<file path="config.mk">
export PLATFORM = sky130hd
export DESIGN_NAME = crc16_frame_generate_check_unit
export DESIGN_NICKNAME = d
export VERILOG_FILES = /design/src/design/crcfg_pkg.sv /design/src/design/crcfg_frame.sv /design/src/design/crc16_frame_generate_check_unit.sv
export SDC_FILE = /design/constraint.sdc
export NUM_CORES = 1
export LEC_CHECK = 0
export ABC_AREA = 1
export ABC_CLOCK_PERIOD_IN_PS = 6000
export BUFFER_PORTS_ARGS = -buffer_cell sky130_fd_sc_hd__buf_2
export CORE_MARGIN = 5
export CORE_UTILIZATION = 50
export CTS_CLUSTER_SIZE = 10
export DETAILED_ROUTE_END_ITERATION = 6
export PLACE_DENSITY = 0.68
export SYNTH_ARGS = -nofsm -noshare
export SYNTH_HDL_FRONTEND = slang
export SYNTH_SLANG_ARGS = --single-unit
</file>
<file path="constraint.sdc">
create_clock -name clk_i -period 6 [get_ports clk_i]
set_input_delay 1.2 -clock clk_i [delete_from_list [all_inputs] [get_ports clk_i]]
set_output_delay 1.2 -clock clk_i [all_outputs]
set_load 0.01 [all_outputs]
</file>
<file path="src/design/crcfg_pkg.sv">
// Shared types, codes and the CRC byte update for the CRC-16 frame unit.
// No dependencies; compiled first.
package crcfg_pkg;

  localparam logic [15:0] CRC_POLY = 16'h9299;
  localparam logic [15:0] CRC_INIT = 16'h0000;

  // out_kind codes
  localparam logic [1:0] KIND_PAYLOAD = 2'd0;
  localparam logic [1:0] KIND_CRC     = 2'd1;
  localparam logic [1:0] KIND_VERDICT = 2'd2;

  // check_status codes
  localparam logic [1:0] STAT_MATCH    = 2'd0;
  localparam logic [1:0] STAT_MISMATCH = 2'd1;
  localparam logic [1:0] STAT_SHORT    = 2'd2;

  // frame_mode values
  localparam logic MODE_GEN   = 1'b0;
  localparam logic MODE_CHECK = 1'b1;

  // First result of one request, plus a flag for the two CRC bytes after it
  typedef struct packed {
    logic       valid;
    logic [7:0] data;
    logic [1:0] kind;
    logic [1:0] status;
    logic       last;
    logic       tail;
  } res_t;

  // Reflected CRC update over one byte, LSB first
  function automatic logic [15:0] crc_byte(input logic [15:0] crc_in,
                                           input logic [7:0]  b);
    logic [15:0] c;
    logic        fb;
    c = crc_in;
    for (int k = 0; k < 8; k++) begin
      fb = c[0] ^ b[k];
      c  = {1'b0, c[15:1]};
      if (fb) begin
        c = c ^ CRC_POLY;
      end
    end
    return c;
  endfunction

endpackage

</file>
<file path="src/design/crcfg_frame.sv">
// Frame state of the CRC-16 unit: mode, running CRC and two-byte delay line.
// Depends on crcfg_pkg.
module crcfg_frame (
  input  logic              clk_i,
  input  logic              rst_ni,
  input  logic              accept_i,
  input  logic              op_i,
  input  logic [7:0]        data_byte_i,
  input  logic              last_byte_i,
  output crcfg_pkg::res_t   res_o,
  output logic [15:0]       crc_o
);
  import crcfg_pkg::*;

  logic [15:0] crc_q, crc_d;
  logic [7:0]  held0_q, held0_d, held1_q, held1_d;
  logic [1:0]  cnt_q, cnt_d;
  logic        mode_q, mode_d;
  logic        in_frame_q, in_frame_d;

  logic [15:0] crc_base;
  logic [7:0]  held0_base, held1_base;
  logic [1:0]  cnt_base;

  always_comb begin
    // a new frame starts from a clean slate
    mode_d     = in_frame_q ? mode_q  : op_i;
    crc_base   = in_frame_q ? crc_q   : CRC_INIT;
    held0_base = in_frame_q ? held0_q : 8'd0;
    held1_base = in_frame_q ? held1_q : 8'd0;
    cnt_base   = in_frame_q ? cnt_q   : 2'd0;

    crc_d      = crc_base;
    held0_d    = held0_base;
    held1_d    = held1_base;
    cnt_d      = cnt_base;
    in_frame_d = !last_byte_i;

    res_o        = '0;
    res_o.data   = data_byte_i;
    res_o.kind   = KIND_PAYLOAD;
    res_o.status = STAT_MATCH;

    if (mode_d == MODE_GEN) begin
      crc_d       = crc_byte(crc_base, data_byte_i);
      res_o.valid = 1'b1;
      res_o.tail  = last_byte_i;
    end else begin
      if (cnt_base == 2'd2) begin
        // shift the oldest held byte into the CRC
        crc_d   = crc_byte(crc_base, held0_base);
        held0_d = held1_base;
        held1_d = data_byte_i;
      end else begin
        if (cnt_base[0]) begin
          held1_d = data_byte_i;
        end else begin
          held0_d = data_byte_i;
        end
        cnt_d = cnt_base + 2'd1;
      end
      res_o.valid = last_byte_i;
      res_o.data  = 8'd0;
      res_o.kind  = KIND_VERDICT;
      res_o.last  = 1'b1;
      if (cnt_d != 2'd2) begin
        res_o.status = STAT_SHORT;
      end else if ({held0_d, held1_d} == crc_d) begin
        res_o.status = STAT_MATCH;
      end else begin
        res_o.status = STAT_MISMATCH;
      end
    end
  end

  always_ff @(posedge clk_i or negedge rst_ni) begin
    if (!rst_ni) begin
      crc_q      <= CRC_INIT;
      held0_q    <= 8'd0;
      held1_q    <= 8'd0;
      cnt_q      <= 2'd0;
      mode_q     <= MODE_GEN;
      in_frame_q <= 1'b0;
    end else if (accept_i) begin
      crc_q      <= crc_d;
      held0_q    <= held0_d;
      held1_q    <= held1_d;
      cnt_q      <= cnt_d;
      mode_q     <= mode_d;
      in_frame_q <= in_frame_d;
    end
  end

  assign crc_o = crc_q;

endmodule

</file>
<file path="src/design/crc16_frame_generate_check_unit.sv">
// Top level of the CRC-16 frame generate/check unit.
// Depends on crcfg_pkg and crcfg_frame.
//
// Usage:
//   Input channel (in_valid_i / in_stall_o) carries one frame byte per
//   request: op_i, data_byte_i, last_byte_i. The op of a frame's first byte
//   selects generate (append CRC) or check (verify trailing CRC).
//   Output channel (out_valid_o / out_stall_i) carries results: payload
//   bytes, CRC bytes (high byte first) and check verdicts.
//   A result is registered and appears in the cycle after its request is accepted.
//   One byte is accepted per cycle while the input is not stalled. The last
//   byte of a generate frame yields three results, so the input stalls
//   while the two CRC bytes leave the output register. Check-mode bytes other than
//   the last give no result.
//   The CRC update over one byte is eight unrolled XOR steps between the
//   input and the frame state registers.
//   A stalled output holds its result and stalls the input in turn; the
//   output register lets a new request in during the cycle its result
//   is taken.
//   Reset clears the frame state and the output valid and pending-CRC flags; the next
//   accepted byte starts a new frame.
module crc16_frame_generate_check_unit (
  input  logic       clk_i,
  input  logic       rst_ni,
  input  logic       in_valid_i,
  output logic       in_stall_o,
  input  logic       op_i,
  input  logic [7:0] data_byte_i,
  input  logic       last_byte_i,
  output logic       out_valid_o,
  input  logic       out_stall_i,
  output logic [7:0] out_byte_o,
  output logic [1:0] out_kind_o,
  output logic [1:0] check_status_o,
  output logic       out_last_o
);
  import crcfg_pkg::*;

  res_t        res;
  logic [15:0] crc;
  logic        in_acc;
  logic        out_take;

  logic       out_valid_q, out_valid_d;
  logic [1:0] pend_q, pend_d;      // CRC bytes still to send
  logic [7:0] byte_q, byte_d;
  logic [1:0] kind_q, kind_d;
  logic [1:0] stat_q, stat_d;
  logic       last_q, last_d;

  // hold input while CRC bytes drain or the output is blocked
  assign in_stall_o = (pend_q != 2'd0) || (out_valid_q && out_stall_i);
  assign in_acc     = in_valid_i && !in_stall_o;
  assign out_take   = out_valid_q && !out_stall_i;

  crcfg_frame u_frame (
    .clk_i       (clk_i),
    .rst_ni      (rst_ni),
    .accept_i    (in_acc),
    .op_i        (op_i),
    .data_byte_i (data_byte_i),
    .last_byte_i (last_byte_i),
    .res_o       (res),
    .crc_o       (crc)
  );

  always_comb begin
    out_valid_d = out_valid_q;
    pend_d      = pend_q;
    byte_d      = byte_q;
    kind_d      = kind_q;
    stat_d      = stat_q;
    last_d      = last_q;

    if (out_take) begin
      out_valid_d = 1'b0;
      if (pend_q != 2'd0) begin
        // advance to the next CRC byte, high byte first
        out_valid_d = 1'b1;
        pend_d      = pend_q - 2'd1;
        kind_d      = KIND_CRC;
        stat_d      = STAT_MATCH;
        byte_d      = (pend_q == 2'd2) ? crc[15:8] : crc[7:0];
        last_d      = (pend_q == 2'd1);
      end
    end

    if (in_acc && res.valid) begin
      out_valid_d = 1'b1;
      pend_d      = res.tail ? 2'd2 : 2'd0;
      byte_d      = res.data;
      kind_d      = res.kind;
      stat_d      = res.status;
      last_d      = res.last;
    end
  end

  always_ff @(posedge clk_i or negedge rst_ni) begin
    if (!rst_ni) begin
      out_valid_q <= 1'b0;
      pend_q      <= 2'd0;
    end else begin
      out_valid_q <= out_valid_d;
      pend_q      <= pend_d;
    end
  end

  always_ff @(posedge clk_i) begin
    byte_q <= byte_d;
    kind_q <= kind_d;
    stat_q <= stat_d;
    last_q <= last_d;
  end

  assign out_valid_o    = out_valid_q;
  assign out_byte_o     = byte_q;
  assign out_kind_o     = kind_q;
  assign check_status_o = stat_q;
  assign out_last_o     = last_q;

endmodule

</file>
; ---- After elaboration in Yosys (flattened, before gate mapping)
; Cells that the tools add are included.
; W data, S select, Z words.
[totals]
register_bits = 52
elab_cells = 143
output_inout_bits = 15
inputBits = 14
[classes]
n_eq_ne = 5
bitwise = 31
n_mux = 81
reduce_logical = 12
add_sub_neg = 2
[op_table]
columns = cell, count
row1 = $mux W16, 41
row2 = $mux W8, 14
row3 = $not A6 Y7, 15
row4 = $mux W2, 15
row5 = $eq A16 B16 Y1, 1
row6 = $xor A1 B1 Y1, 16
row7 = $mux W13, 1
row8 = $mux W1, 10
row9 = $reduce_bool A2 Y1, 3
row10 = $eq A2 B2 Y1 const B, 2
row11 = $logic_and A1 B1 Y1, 4
row12 = $logic_not A1 Y1, 3
row13 = $add A2 B1 Y2 const B, 1
row14 = $eq A2 B1 Y1 const B, 1
row15 = $ne A2 B2 Y1 const B, 1
row16 = $reduce_and A2 Y1, 1
row17 = $sub A2 B1 Y2 const B, 1
row18 = $logic_or A1 B1 Y1, 1

; ---- Depth between registers and ports, before layout
; Gate-level depths: netlist (run 1).
[logic_depth]
ltp_word = 38
depth_mapped = 27
mapped_depth_nobuf = 26

; ---- Cells and area by module
; From an unflattened synthesis (run 1), not the netlist that was laid out.
[hier_totals]
hier_cells = 732
hier_area_um2 = 5012.3
[modules_own_cells]
columns = module, area_per_inst_um2, seq_area_each_um2, cells_per_inst, n_inst
row1 = crcfg_frame, 4125.2, 900.9, 628, 1
row2 = crc16_frame_generate_check_unit, 887.1, 465.4, 104, 1

; ---- Worst setup path before layout (run 1)
; No wires, ideal clock.
[synth_path]
kind = input to register
from = in data_byte_i[0]
to = reg u_frame.crc_q[12], in the netlist u_frame.crc_o[12]
arrival_ns = 3.413
n_path_buf = 0
stages = 22
slack_ns = 2.462
t_required_ns = 5.875
setup_time_ns = 0.125
cell_sequence = inv_1 xor2_1 nand2_1 nand2_2 nand2_2 nand2_4 inv_2 nand2_1 nand2_4 xor2_1 nand2_1 nand2_1 nand2_2 nand2_4 xor2_1 nand2_1 nand2_2 nand2_1 nand2_2 nand2_1 nand3_1 nand3_1
[synth_via]
elab_chain_cells = 24
word_cells_on_any_way = 31
classes_between = mux: 16 / bitwise: 15
[synth_lines]
columns = item, line_no
row1 = start: declaration, crc16_frame_generate_check_unit.sv:28  ; input logic [7:0] data_byte_i,
row2 = $xor A1 B1 Y1 *, crcfg_pkg.sv:39  ; fb = c[0] ^ b[k];
row3 = $mux W16 *, crcfg_pkg.sv:41  ; if (fb) begin
row4 = $mux W16 *, crcfg_frame.sv:44  ; if (mode_d == MODE_GEN) begin
row5 = $xor A1 B1 Y1, crcfg_pkg.sv:39
row6 = $mux W16 *, crcfg_pkg.sv:41
row7 = $mux W16 *, crcfg_frame.sv:44
row8 = $xor A1 B1 Y1, crcfg_pkg.sv:39
row9 = $mux W16 *, crcfg_pkg.sv:41
row10 = [8 not listed], --
row11 = $mux W16 *, crcfg_pkg.sv:41
row12 = $mux W16 *, crcfg_frame.sv:44
row13 = $xor A1 B1 Y1, crcfg_pkg.sv:39
row14 = $mux W16 *, crcfg_pkg.sv:41
row15 = $mux W16 *, crcfg_frame.sv:44
row16 = $xor A1 B1 Y1, crcfg_pkg.sv:39
row17 = $mux W16 *, crcfg_pkg.sv:41
row18 = $mux W16 *, crcfg_frame.sv:44
row19 = end signal: assignment, crcfg_frame.sv:85  ; crc_q <= crc_d;
row20 = end: declaration, crcfg_frame.sv:15  ; logic [15:0] crc_q, crc_d;
; Mark *: on every way between the ends. The rest lies on a longest branch, timed or not. The select of a mux whose other input is x is not followed.
; A chain may end at the register's enable or synchronous reset.

; ---- Final worst setup path (run 1)
[layout_path]
from = reg u_frame.in_frame_q
to = reg u_frame.crc_q[12], in the netlist u_frame.crc_o[12]
[layout_via]
elab_chain_cells = 34
word_cells_on_any_way = 76
classes_between = eq/ne: 1 / mux: 44 / bitwise: 31
[layout_lines]
columns = item, line_no
row1 = start: declaration, crcfg_frame.sv:19  ; logic in_frame_q, in_frame_d;
row2 = start signal: assignment, crcfg_frame.sv:90  ; in_frame_q <= in_frame_d;
row3 = $mux W16 / $mux W8 (equally long branches), "crcfg_frame.sv:28, crcfg_frame.sv:29"
row4 = $xor A1 B1 Y1 / $not A6 Y7 (equally long branches), --
row5 = $mux W16, crcfg_pkg.sv:41
row6 = $mux W16, crcfg_frame.sv:49  ; if (cnt_base == 2'd2) begin
row7 = $mux W16, crcfg_frame.sv:44
row8 = $xor A1 B1 Y1, crcfg_pkg.sv:39
row9 = $mux W16, crcfg_pkg.sv:41
row10 = $mux W16, crcfg_frame.sv:49
row11 = [18 not listed], --
row12 = $mux W16, crcfg_pkg.sv:41
row13 = $mux W16, crcfg_frame.sv:49
row14 = $mux W16, crcfg_frame.sv:44
row15 = $xor A1 B1 Y1, crcfg_pkg.sv:39
row16 = $mux W16, crcfg_pkg.sv:41
row17 = $mux W16, crcfg_frame.sv:49
row18 = $mux W16, crcfg_frame.sv:44
row19 = $mux W16 *, crcfg_frame.sv:44
; Marks and branches as above.

==> out/metrics.yaml, run 1 <==
power:
  ir_drop_uv: 91.3
  power_density_nw_per_um2: 146
  leakagePower_nw: 2.45
  p_total_w: 0.000704
sta:
  setup-tns-final_ns: 0
  period_minus_slack_ns: 4.16
  fmax_mhz: 240
  drv_slew: 0
  grt_setup_unrepaired: "no"
  fin_worst_skew_ns: 0.0154
  maxSlewHeadroom_pct: 36.9
  fin_ws_ns: 1.84
  worst_pin_slew_ns: 0.947
  hold_viol_final: 0
  finalCritPeriodShare_pct: 69.3
  setup_violations: 0
clock_network:
  cts_root_buffer: "clkbuf_8"
  clk_latency_ns: 0.32
  hold_buffers: 0
  htreeDepth: 2
  cts_tree: "built"
  cts_buffer_depth: 2
  cts_setup_buffers: 0
  cts_buffers: 5
  cts.sinks: 52
  clkTransAtPathRegs_ns: 0.10
  cts.repair.resized: 0
worst_setup_path:
  crit_type: "flop to flop"
  cp_data_required_time_ns: 6.20
  r2r-start: "u_frame.in_frame_q$_DFFE_PN0P_"
  cp_cell_sequence: "buf_4 > nand2_4 > xor2_1 > nand2_1 > nand2_2 > nand2_2 > nand2_4 > inv_2 > nand2_1 > nand2_4 > xor2_2 > nand2_1 > nand2_1 > nand2_2 > nand2_4 > xor2_2 > nand2_1 > nand2_2 > nand2_1 > nand2_2 > nand2_1 > nand3_1 > nand3_1"
  cp-start-kind: "flop"
  cp_common_cell: "nand2_1"
  critical-path-max-stage-delay_ns: 0.69
  crit_path_start: "u_frame.in_frame_q$_DFFE_PN0P_"
  reg2reg_to: "u_frame.crc_o[12]$_DFFE_PN0P_"
  reg2reg_depth: 23
  rrSetupSlack_ns: 1.84
  cpMaxStageDelayCell: "dfrtp_1"
  critPathMaxFanout: 30
  arrival_ns: 4.36
  cp.buffers_inverters: 2
  cp_top_family: "simple AND/OR/NAND/NOR gates"
  end_kind: "flop"
drt:
  drt_iter0_drc: 557
  avgRoutedWirePerCell_um: 16.8
  route.detailed.drc: 0
  viasPerCell: 5.65
  vias: 4591
  ant_nets: 0
  drt_wl_total_um: 13700
  first_pass_iters: 6
grt:
  met2_usage_pct: 38.1
  grtUsageMet1_pct: 36.0
  grt_overflow: 0
  antenna_found_initial: 0
  grtUsageMet3_pct: 4.56
  grtUsageTotal_pct: 24.9
  grt_max_degree: 40
  grt_pass1_vias: 4230
  grt_busiest_layer: "met2"
  grt_pass1_wl_um: 22200
final_layout:
  drive_above_1_share_pct: 10.1
  layout.cells.non_filler: 813
  multi_input_area_um2: 2660
  layout.nets: 723
  seq_area_um2: 1370
  fillCellCount: 844
  antenna_cells: 0
  area.growth.synth_to_final_pct: 7.22
logic_synthesis:
  avgSynthCellArea_um2: 6.57
  synth-seq-cells: 52
  ys_seq_area_share_pct: 30.4
  synth_area_um2: 4490
  postSynthCellCount: 683
  yosys.area.top_type_share_pct: 21.7
  synthArstFlopShare_pct: 75.0
  synth_edf_count: 13
  synth.top_cells.by_count: "nand2_1, inv_1, nand3_1"
  synth_nets: 702
  yosysUniqueCellTypes: 34
  yosys.area.top_type: "dfrtp_1"
  synth_top_flop_cell: "dfrtp_1"
  ys_warn_count: 0
  yosysMostFrequentCell: "nand2_1"
  synth_area_leaders: "dfrtp_1, nand2_1, edfxtp_1, nand3_1, inv_1"
worst_hold_path:
  hold_class: "flop to flop"
  whs_endpoint: "u_frame.crc_o[15]$_DFFE_PN0P_"
  min_path_cells: 2
  hold_path_startpoint: "u_frame.crc_o[15]$_DFFE_PN0P_"
outcome:
  status: "complete, no violations"
die:
  io_pins: 29
  die_width_um: 105
  die_height_um: 105
  core.rowCount: 34
  die_area_um2: 11000
  start_util_pct: 51.5
  core-area_um2: 8720
flow_run:
  maxCapViolations: 0
place:
  gp_congestion: 0.977
  post-place-cells: 805
  post-place-ws_ns: 1.57
  dpl.hpwl_um: 10700
  portBuffers: 28
## worst max-delay path by stage
stage | cells after the start | slack (ns) | end
detailed placement | 23 | 1.57 | u_frame.crc_o[12]$_DFFE_PN0P_
CTS | 23 | 1.88 | u_frame.crc_o[12]$_DFFE_PN0P_
global placement | 23 | 1.62 | u_frame.crc_o[12]$_DFFE_PN0P_
floorplan | 22 | 2.46 | u_frame.crc_o[12]$_DFFE_PN0P_
global route | 22 | 1.52 | check_status_o[0]$_SDFFCE_PP0P_
finish | 23 | 1.84 | u_frame.crc_o[12]$_DFFE_PN0P_
## metal layers
metal | up-vias | wire (um)
li1 | 2240 | -
met1 | 2090 | 6060
met2 | 240 | 6080
met3 | 21 | 1310
met4 | 0 | 243
met5 | - | 0
## where the power goes
group          switching, W  internal, W  leakage [nW]
Combinational     0.0000876    0.0000404          1.90
Sequential                0     0.000361         0.501
Clock              0.000132    0.0000833        0.0445
Total              0.000219     0.000485          2.45
## sequential cells by signal (all words and copies together), names as in the netlist
| signal | flops |
|---|---|
| out_last_o | 1 |
| pend_q | 2 |
| u_frame.mode_q | 1 |
| u_frame.held1_q | 8 |
| u_frame.held0_q | 8 |
| check_status_o | 2 |
| u_frame.crc_o | 16 |
| u_frame.in_frame_q | 1 |
| u_frame.cnt_q | 2 |
| out_byte_o | 8 |
| out_valid_o | 1 |
| out_kind_o | 2 |
## area by class of cell
type | count | share of cell area (%)
flip-flops and latches | 52 | 28.4
repair buffers | 35 | 4.00
inverters | 99 | 7.72
well taps | 108 | 2.81
clock buffers | 5 | 1.43
multi-input cells | 511 | 55.2
clock inverters | 3 | 0.442
## per-stage QoR
stage	instance area, um^2	utilization [%]	hold WS, ns
after global routing	4810	55.2	0.567
after detailed placement	4720	54.2	0.508
after global placement	4720	54.2	0.524
final	4810	55.2	0.539
after CTS	4810	55.2	0.531
after floorplan	4490	-	0.475
## worst reg2reg max path: stages, from the launching register on
cell and delay, ns:
dfrtp_1 0.69, buf_4 0.43, nand2_4 0.12, xor2_1 0.42, nand2_1 0.17, nand2_2 0.16, nand2_2 0.08, nand2_4 0.13
inv_2 0.06, nand2_1 0.09, nand2_4 0.08, xor2_2 0.26, nand2_1 0.09, nand2_1 0.15, nand2_2 0.08, nand2_4 0.16
xor2_2 0.21, nand2_1 0.09, nand2_2 0.15, nand2_1 0.09, nand2_2 0.11, nand2_1 0.06, nand3_1 0.10, nand3_1 0.07
## cells by family after synthesis
family / after synthesis / share of synthesized area [%]
AOI/OAI and AO/OA: 90 / 12.0
DFF: 52 / 30.4
buffers and inverters: 120 / 10.4
adders and majority gates: 5 / 1.39
muxes: 1 / 0.251
and+or+nand+nor: 365 / 35.5
xor gates and xnor gates: 50 / 10.1
## placed cells by master, fill, tap and decap left out, types with 12 or more instances in the layout
master | Yosys | layout
nand3_1 | 77 | 77
inv_1 | 97 | 97
nand2_2 | 13 | 13
o21ai_0 | 39 | 39
o211ai_1 | 12 | 12
edfxtp_1 | 13 | 13
o22ai_1 | 21 | 21
xor2_1 | 40 | 40
buf_2 | 0 | 28
nand2_1 | 225 | 225
dfrtp_1 | 39 | 39
nor2_1 | 27 | 27
Power figures use the tool's default switching activity.
==> run 2: changes to the inputs <==
ABC_CLOCK_PERIOD_IN_PS = 4200   (was 6000)
clock period = 4.2 ns   (was 6 ns; I/O delays follow)
==> run 2 against run 1 <==
Fmax grew 11%. Worst setup slack lost 1.4 ns. Via count shrank 0.57%. Sequential share of layout area shrank 0.37 points. Register-to-register slack lost 1.4 ns. Largest power group unchanged.
==> out/metrics.yaml, run 2 (same netlist as run 1, synthesis figures left out) <==
worst_setup_path:
  crit_type: "flop to flop"
  arrival_ns: 3.94
  cp-start-kind: "flop"
  reg2reg_depth: 23
  end_kind: "flop"
  reg2reg_to: "u_frame.crc_o[12]$_DFFE_PN0P_"
  rrSetupSlack_ns: 0.46
  cp_data_required_time_ns: 4.40
  r2r-start: "u_frame.in_frame_q$_DFFE_PN0P_"
  critPathMaxFanout: 23
die:
  start_util_pct: 51.5
  die_height_um: 105
  core.rowCount: 34
  core-area_um2: 8720
  die_area_um2: 11000
  die_width_um: 105
  io_pins: 29
drt:
  route.detailed.drc: 0
  avgRoutedWirePerCell_um: 17.4
  viasPerCell: 5.57
  vias: 4565
  drt_iter0_drc: 428
  drt_wl_total_um: 14300
  first_pass_iters: 5
  ant_nets: 0
sta:
  maxSlewHeadroom_pct: 35.5
  worst_pin_slew_ns: 0.967
  period_minus_slack_ns: 3.74
  grt_setup_unrepaired: "no"
  fin_worst_skew_ns: 0.0103
  finalCritPeriodShare_pct: 89.0
  fmax_mhz: 268
  setup_violations: 0
  hold_viol_final: 0
  drv_slew: 0
  setup-tns-final_ns: 0
  holdWs_ns: 0.546
final_layout:
  layout_common_cells: "nand2_1, inv_1, nand3_1"
  antenna_cells: 0
  largest_reg_flops: 16
  drive_above_1_share_pct: 10.8
  final_common_cell: "nand2_1"
  area.growth.synth_to_final_pct: 8.64
  layout.nets: 729
clock_network:
  htreeDepth: 2
  cts.repair.resized: 0
  cts_buffer_depth: 2
  cts.sinks: 52
  hold_buffers: 0
  cts_buffers: 5
  cts_tree: "built"
  clk_latency_ns: 0.32
  cts_setup_buffers: 0
  clkTransAtPathRegs_ns: 0.11
  cts_root_buffer: "clkbuf_8"
grt:
  grt_overflow: 0
  grtUsageTotal_pct: 26.0
  grt_max_degree: 40
  grt_pass1_wl_um: 22900
  antenna_found_initial: 0
  grt_pass1_vias: 4237
flow_run:
  maxCapViolations: 0
power:
  power_density_nw_per_um2: 210
  leakagePower_nw: 2.48
  ir_drop_uv: 123
place:
  dpl.hpwl_um: 11000
  portBuffers: 28
  gp_congestion: 0.960
worst_hold_path:
  min_path_cells: 2
  hold_class: "flop to flop"
  hold_path_startpoint: "u_frame.crc_o[4]$_DFFE_PN0P_"
  whs_endpoint: "u_frame.crc_o[4]$_DFFE_PN0P_"
outcome:
  status: "complete, no violations"
[run 2: cell count changes in the layout (fill, tap and decap cells not counted), sizes merged]
cell,change
buf,+6
[run 2: how the worst max path moves through the flow]
| stage | from | end | cells after the start |
|---|---|---|---|
| 3_3_place_gp | data_byte_i[0] | u_frame.crc_o[12]$_DFFE_PN0P_ | 23 |
| 6_report | u_frame.in_frame_q$_DFFE_PN0P_ | u_frame.crc_o[12]$_DFFE_PN0P_ | 23 |
| 2_1_floorplan | u_frame.in_frame_q$_DFFE_PN0P_ | check_status_o[0]$_SDFFCE_PP0P_ | 19 |
| 5_1_grt | u_frame.in_frame_q$_DFFE_PN0P_ | u_frame.crc_o[12]$_DFFE_PN0P_ | 23 |
| 4_1_cts | u_frame.in_frame_q$_DFFE_PN0P_ | u_frame.crc_o[12]$_DFFE_PN0P_ | 23 |
| 3_5_place_dp | data_byte_i[0] | u_frame.crc_o[12]$_DFFE_PN0P_ | 23 |
[run 2: critical path, stage by stage, from the launching register on]
cell and delay (ns):
dfrtp_1 0.53, buf_12 0.21, nand2_1 0.14, xor2_1 0.30
nand2_1 0.13, nand2_2 0.14, nand2_2 0.08, nand2_4 0.13
inv_2 0.06, nand2_1 0.09, nand2_4 0.08, xor2_2 0.30
nand2_1 0.09, nand2_1 0.18, nand2_2 0.09, nand2_4 0.16
xor2_2 0.24, nand2_1 0.09, nand2_2 0.16, nand2_1 0.08
nand2_2 0.11, nand2_1 0.06, nand3_1 0.08, nand3_1 0.07
[run 2: final cells by class]
type                            instances  area, um^2
Tap cell                              108         135
Clock inverter                          3        27.5
Clock buffer                            5        68.8
Fill cell                             842        3840
Timing Repair Buffer                   41         250
Multi-Input combinational cell        511        2660
Inverter                               99         372
Sequential cell                        52        1370
[run 2: report_power, final]
| part | internal (W) | switching [W] | total [W] |
|---|---|---|---|
| registers | 0.000516 | 0 | 0.000516 |
| logic | 0.0000577 | 0.000127 | 0.000185 |
| clock network | 0.000123 | 0.000201 | 0.000324 |
| total | 0.000696 | 0.000328 | 0.00102 |
[run 2: layer usage]
metal / global-route usage (%) / share of wire (%) / vias up
met5: 0 / 0 / -
li1: - / - / 2242
met2: 40.9 / 45 / 191
met1: 37.8 / 45 / 2112
met3: 3.70 / 8.6 / 20
met4: 6.30 / 1.8 / 0
[run 2: through the flow]
step	instance area, um^2	worst slack, ns	power, W	std cells	utilization, %
final	4880	0.463	0.00102	819	55.9
after global routing	4880	0.144	0.00107	819	55.9
after CTS	4880	0.460	0.00103	819	55.9
after detailed placement	4780	0.140	0.000709	811	54.8
after global placement	4780	0.143	0.000707	811	54.8
after floorplan	4490	0.953	0.000657	683	-
